`src/rtl/core/assert_macros.svh`:
```
// ---------------------------------------------------------------------------
// Assertion macros
// Clocked assertion shorthands shared by the grid inflation modules.
// ---------------------------------------------------------------------------
`ifndef ASSERT_MACROS_SVH
`define ASSERT_MACROS_SVH

// Check a property on every rising edge of clk_i outside reset.
`define OGI_ASSERT(lbl, prop, msg) \
  lbl: assert property (@(posedge clk_i) disable iff (!rst_ni) (prop)) else $error(msg);

// Check that a condition is followed in the next cycle by another.
`define OGI_ASSERT_NEXT(lbl, ante, cons, msg) \
  `OGI_ASSERT(lbl, (ante) |=> (cons), msg)

`endif

```
`src/rtl/core/ogi_pkg.sv`:
```
// ---------------------------------------------------------------------------
// ogi_pkg
// Types, codes and constants of the occupancy grid obstacle inflation block.
// ---------------------------------------------------------------------------
`default_nettype none

package ogi_pkg;

  localparam int unsigned DefMaxWidth  = 256;
  localparam int unsigned DefMaxHeight = 256;
  localparam int unsigned DefMaxRadius = 15;

  localparam int CfgAddrW = 3;
  localparam int CfgDataW = 9;

  localparam int ProdW  = 40;
  localparam int CoordW = 26;

  localparam logic [8:0]        RstGridWidth  = 9'd256;
  localparam logic [8:0]        RstGridHeight = 9'd256;
  localparam logic [7:0]        RstScale      = 8'd10;
  localparam logic signed [7:0] RstOffsetX    = -8'sd3;
  localparam logic signed [7:0] RstOffsetY    = 8'sd3;
  localparam logic [3:0]        RstRadius     = 4'd1;

  localparam logic signed [15:0] IdLimit    = 16'sd1000;
  localparam logic signed [31:0] SpeedLimit = 32'sd3276;
  localparam logic [7:0]         Occupied   = 8'd100;

  typedef enum logic [2:0] {
    REG_GRID_WIDTH,
    REG_GRID_HEIGHT,
    REG_POSITION_SCALE,
    REG_OFFSET_X,
    REG_OFFSET_Y,
    REG_INFLATE_RADIUS
  } cfg_reg_e;

  typedef enum logic [1:0] {
    KIND_LOAD,
    KIND_RESTORE,
    KIND_OBSTACLE,
    KIND_READ
  } kind_e;

  typedef enum logic [1:0] {
    STAT_OK,
    STAT_FILTERED,
    STAT_RANGE
  } status_e;

  typedef enum logic [3:0] {
    ST_IDLE,
    ST_DECODE,
    ST_CHECK,
    ST_LOAD,
    ST_COPY,
    ST_DRAIN,
    ST_SETUP,
    ST_MARK,
    ST_READ,
    ST_RESP
  } state_e;

  typedef struct packed {
    logic latch;
    logic decode;
    logic check;
    logic load_wr;
    logic copy_rd;
    logic mark_init;
    logic mark_wr;
    logic read_rd;
    logic resp;
  } ctrl_cmd_t;

  typedef struct packed {
    kind_e kind;
    logic  ok;
    logic  copy_last;
    logic  mark_last;
    logic  out_free;
  } ctrl_sts_t;

endpackage

`default_nettype wire

```
`src/rtl/core/ogi_ctrl.sv`:
```
// ---------------------------------------------------------------------------
// ogi_ctrl
// Sequencer: takes one beat, steps the datapath through its phases and
// releases the result.
// ---------------------------------------------------------------------------
`default_nettype none

`include "assert_macros.svh"

module ogi_ctrl (
  input  logic                 clk_i,
  input  logic                 rst_ni,
  input  logic                 in_valid_i,
  output logic                 in_stall_o,
  input  ogi_pkg::ctrl_sts_t   sts_i,
  output ogi_pkg::ctrl_cmd_t   cmd_o
);
  import ogi_pkg::*;

  state_e state_q, state_d;

  always_ff @(posedge clk_i or negedge rst_ni) begin
    if (!rst_ni) begin
      state_q <= ST_IDLE;
    end else begin
      state_q <= state_d;
    end
  end

  always_comb begin
    state_d = state_q;
    unique case (state_q)
      ST_IDLE: begin
        if (in_valid_i) state_d = ST_DECODE;
      end
      ST_DECODE: state_d = ST_CHECK;
      ST_CHECK: begin
        unique case (sts_i.kind)
          KIND_LOAD:     state_d = ST_LOAD;
          KIND_RESTORE:  state_d = ST_COPY;
          KIND_OBSTACLE: state_d = ST_SETUP;
          KIND_READ:     state_d = ST_READ;
          default:       state_d = ST_RESP;
        endcase
      end
      ST_LOAD: state_d = ST_RESP;
      ST_COPY: begin
        if (sts_i.copy_last) state_d = ST_DRAIN;
      end
      ST_DRAIN: state_d = ST_RESP;
      ST_SETUP: begin
        state_d = sts_i.ok ? ST_MARK : ST_RESP;
      end
      ST_MARK: begin
        if (sts_i.mark_last) state_d = ST_RESP;
      end
      ST_READ: state_d = ST_RESP;
      ST_RESP: begin
        if (sts_i.out_free) state_d = ST_IDLE;
      end
      default: state_d = ST_IDLE;
    endcase
  end

  always_comb begin
    cmd_o      = '0;
    in_stall_o = 1'b1;
    unique case (state_q)
      ST_IDLE: begin
        in_stall_o  = 1'b0;
        cmd_o.latch = in_valid_i;
      end
      ST_DECODE: cmd_o.decode    = 1'b1;
      ST_CHECK:  cmd_o.check     = 1'b1;
      ST_LOAD:   cmd_o.load_wr   = 1'b1;
      ST_COPY:   cmd_o.copy_rd   = 1'b1;
      ST_SETUP:  cmd_o.mark_init = 1'b1;
      ST_MARK:   cmd_o.mark_wr   = 1'b1;
      ST_READ:   cmd_o.read_rd   = 1'b1;
      ST_RESP:   cmd_o.resp      = sts_i.out_free;
      default: begin
        cmd_o = '0;
      end
    endcase
  end

  `OGI_ASSERT_NEXT(a_accept_decode, state_q == ST_IDLE && in_valid_i, state_q == ST_DECODE,
                   "accepted beat did not start decode")
  `OGI_ASSERT_NEXT(a_copy_drain, state_q == ST_COPY && sts_i.copy_last, state_q == ST_DRAIN,
                   "restore sweep did not drain")
  `OGI_ASSERT_NEXT(a_mark_end, state_q == ST_MARK && sts_i.mark_last, state_q == ST_RESP,
                   "square fill overran its last cell")

endmodule

`default_nettype wire

```
`config.mk`:
```
export PLATFORM = sky130hd
export DESIGN_NAME = ogi_ctrl
export DESIGN_NICKNAME = d
export VERILOG_FILES = /design/src/rtl/core/ogi_pkg.sv /design/src/rtl/core/ogi_ctrl.sv
export VERILOG_INCLUDE_DIRS = /design/src /design/src/rtl/core
export SDC_FILE = /design/constraint.sdc
export NUM_CORES = 1
export LEC_CHECK = 0
export ABC_CLOCK_PERIOD_IN_PS = 1900
export BUFFER_PORTS_ARGS = -buffer_cell sky130_fd_sc_hd__buf_4
export CORE_MARGIN = 10
export CORE_UTILIZATION = 29
export DETAILED_ROUTE_END_ITERATION = 8
export PLACE_DENSITY = 0.53
export SLEW_MARGIN = 20
export SYNTH_ARGS = -nofsm -noshare
export SYNTH_HDL_FRONTEND = slang
export SYNTH_SLANG_ARGS = --single-unit
```
`constraint.sdc`:
```
create_clock -name clk_i -period 1.9 [get_ports clk_i]
set_clock_uncertainty 0.1 [all_clocks]
set_input_delay 0.285 -clock clk_i [delete_from_list [all_inputs] [get_ports clk_i]]
set_output_delay 0.285 -clock clk_i [all_outputs]
set_load 0.1 [all_outputs]
```
After elaboration in Yosys (flattened, before gate mapping):

Cells that the tools add are included.

* reductions and logical operators: 4
* multiplexer cells: 17
* equality and inequality tests: 16

Operators with widths (number)
* $pmux W4 S8: 1
* $mux W4: 5
* $eq A4 B3 Y1 const B: 4
* $pmux W4 S4: 1
* $mux W1: 10
* $eq A4 B2 Y1 const B: 2
* $eq A4 B4 Y1 const B: 2
* $ne A2 B2 Y1 const B: 4
* $eq A2 B2 Y1 const B: 2
* $eq A4 B1 Y1 const B: 1
* $logic_not A4 Y1: 1
* $reduce_and A4 Y1: 1
* $reduce_or A3 Y1: 1
* $eq A2 B1 Y1 const B: 1
* $logic_not A2 Y1: 1

* logic and storage cells: 38
* flip-flop bits (word level): 4
* output and inout bits: 10

Depth between registers and ports, before layout:

* word-level depth: 3
* gate-level depth with buffers: 6
* gate-level depth less buffers: 6

Worst setup path before layout:

OpenSTA, ideal clock, no wires.

* path kind: register -> output
* start point: register state_q[0]
* end point: output cmd_o[6] (netlist bit)
* arrival: 2.824 ns
* data required time: 1.515 ns
* setup slack: -1.309 ns
* cell stages (with the launch flop): 5
* cells stage by stage: dfrtp_1 > buf_6 > buf_2 > nand2b_1 > nor3_1

RTL lines
* from (decl): line ogi_ctrl.sv:20 `state_e state_q, state_d;`
* from (signal assigned): line ogi_ctrl.sv:26 `state_q <= state_d;`
* to (decl): line ogi_ctrl.sv:16 `output ogi_pkg::ctrl_cmd_t cmd_o`

==> results by group <==
Outcome
  • Status: finished clean

Synth
  • Area contributors post-synth: dfrtp_1, ha_1, nor3_1, nor2_1, nand2_1
  • Largest family of logic cells by synthesized area: simple AND/OR/NAND/NOR gates
  • Ys async rst share: 100%
  • Cell taking the most area after synthesis: dfrtp_1
  • Flops & latches, synth: 4
  • Xor and xnor area share after synthesis: 0%
  • Post-Synth Adder-Cell Area: 8.22%
  • Syn Nets: 71
  • Post-Synth Simple-Gate Area: 34.0%
  • Yosys top cell area share: 21.9%
  • Synth Cell Area: 457 um^2
  • Mux share of post-synthesis cell area: 3.29%
  • Main flop type after synthesis: dfrtp_1
  • Number of synthesized flops with an enable pin: 0
  • Synth Instances: 59
  • Post-synthesis sequential area ratio: 21.9%
  • Synth warn: 0
  • Syn Area/Cell: 7.74 um^2
  • Distinct cells, synth: 27
  • Synth Area in Compound Gates: 22.7%

Cells and area
  • Syn-to-layout area delta: 58.9%
  • Top flop regs: state_q: 4 flops
  • Nets: 96
  • Share of cells above drive strength 1: 52.4%
  • Post-layout util: 48.2%
  • # fillers: 147
  • Most flop-heavy register: state_q
  • Register Area: 103 um^2
  • Max reg flops: 4
  • Most common cell after layout, fill and taps aside: buf_4
  • Multi-input logic area: 375 um^2
  • Commonest cells after routing, fill and taps aside: buf_4, nand2_1, nor2_1
  • N_diodes: 0

Place
  • IO buf count: 18
  • Placer congestion estimate: 0.734
  • DP HPWL: 1.03 mm

Hold path
  • HP Class: in2reg
  • Worst Hold Path Cells: 2

Detailed routing
  • Via count: 493
  • Routed length per instance: 13.3 um
  • Drt first-iter violations: 12
  • WL final: 1.30 mm
  • Routed Antenna Nets: 0
  • Via/cell ratio: 5.03
  • TritonRoute pass-1 iters: 4
  • DRC Markers: 0

Setup path
  • Crit-path slowest cell: dfrtp_2
  • Delay-heaviest family, CP: flip-flops
  • Startpoint Class: register
  • WP data arrival: 1440 ps
  • R2r setup slk: 340 ps
  • Critical path capture point: cmd_o[6]
  • Critical Path Stages: 3
  • CP required: 1510 ps
  • Max stage delay on crit path: 500 ps
  • CP Capture Type: output pin
  • Reg2reg path depth: 3
  • Crit path from: state_q[0]$_DFFE_PN0P_
  • Worst r2r dst: state_q[0]$_DFFE_PN0P_
  • CP bufs+invs: 1
  • Cell breakdown of the critical path: nand2b_1, nor3_4, buf_4
  • Kind of critical path: reg2out
  • Reg2reg start: state_q[1]$_DFFE_PN0P_
  • CP max FO: 15

Timing
  • Max-slew violation count: 0
  • Final hold vios: 0
  • Post-route minimum period: 1830 ps
  • RSZ-0062 raised after global routing: false
  • Post-route clock period utilization: 96.2%
  • TNS Setup: 0 ps
  • Slew @ Worst Pin: 342 ps
  • Slew headroom: 77.2%
  • Fmax: 547 MHz
  • Setup Viol. Count Final: 0

Clock network
  • Clock slew at reported path FFs: 40 ps
  • H-tree Lvls: 1
  • Post-CTS setup buffer count: 0
  • Worst-Skew Late Latency: 240 ps
  • Num CTS Buffers: 3
  • Num Clock Sinks: 4
  • Buffers from clock root to sink, at most: 2
  • CTS root buf: clkbuf_4
  • CTS tree: done

GRT
  • Antenna violations before repair: 0
  • Largest net degree at the start of global routing: 16
  • Vias in the first global route: 484
  • Tot GR Track Use: 7.68%
  • Total grt overflow: 0
  • First-pass GRT wire length: 2.21 mm

Flow run
  • Max cap viols: 0

Floorplanning
  • Core area: 1510 um^2
  • Die Height: 59.7 um
  • Initial Util: 30.3%
  • Row count: 14
  • I/O pin count: 19
  • Die area: 3560 um^2
  • Chip Width: 59.7 um
## area by class of cell
cell class / instances / share of cell area, %
clock buffers: 3 / 3.10
inverters: 3 / 1.55
multi-input cells: 47 / 51.7
flip-flops and latches: 4 / 14.1
well taps: 16 / 2.76
repair buffers: 25 / 26.7
## worst min-delay path by stage
stage,from,endpoint
2_1_floorplan,rst_ni,state_q[0]$_DFFE_PN0P_
3_3_place_gp,rst_ni,state_q[0]$_DFFE_PN0P_
3_5_place_dp,rst_ni,state_q[3]$_DFFE_PN0P_
4_1_cts,sts_i[0],state_q[3]$_DFFE_PN0P_
5_1_grt,sts_i[0],state_q[3]$_DFFE_PN0P_
6_report,sts_i[0],state_q[3]$_DFFE_PN0P_
## repair_timing
action,in CTS,in global routing
endpoints found under the hold margin,4,0
setup endpoints to repair,6,1
gates resized for setup,2,1
hold buffers,1,0
## synth_stat cells (2+ instances only)
cell type and instances:
nor2b_1 3, nand2_1 5, o21ai_0 3, ha_1 3
nor3_1 6, nor2_1 8, nand2b_1 2, inv_1 3
a21oi_1 3, buf_2 3, dfrtp_1 4
## per-layer routing
layer	GRT usage, %	vias up	share of wire, %
met2	12.1	13	50
met3	2.97	0	6.8
met1	9.17	229	43
met5	0	-	0
li1	-	251	-
met4	2.88	0	0
## through the flow
| step | hold slack, ps | std cells | worst slack [ps] | area (um^2) |
|---|---|---|---|---|
| floorplan | -111 | 59 | -163 | 524 |
| global placement | -15.4 | 94 | 184 | 687 |
| detailed placement | -16.5 | 94 | 136 | 687 |
| CTS | 135 | 98 | 56.8 | 722 |
| global route | 155 | 98 | 4.00 | 726 |
| finish | 139 | 98 | 71.5 | 726 |
## cells by family after synthesis
group / count (synthesis)
mux: 1
simple gates: 29
flops: 4
fa+ha+maj: 3
compound gates: 14
buf+inv: 8
Power is not shown: default switching activity piles up to over one toggle a cycle in this logic, so the estimate is an artifact.
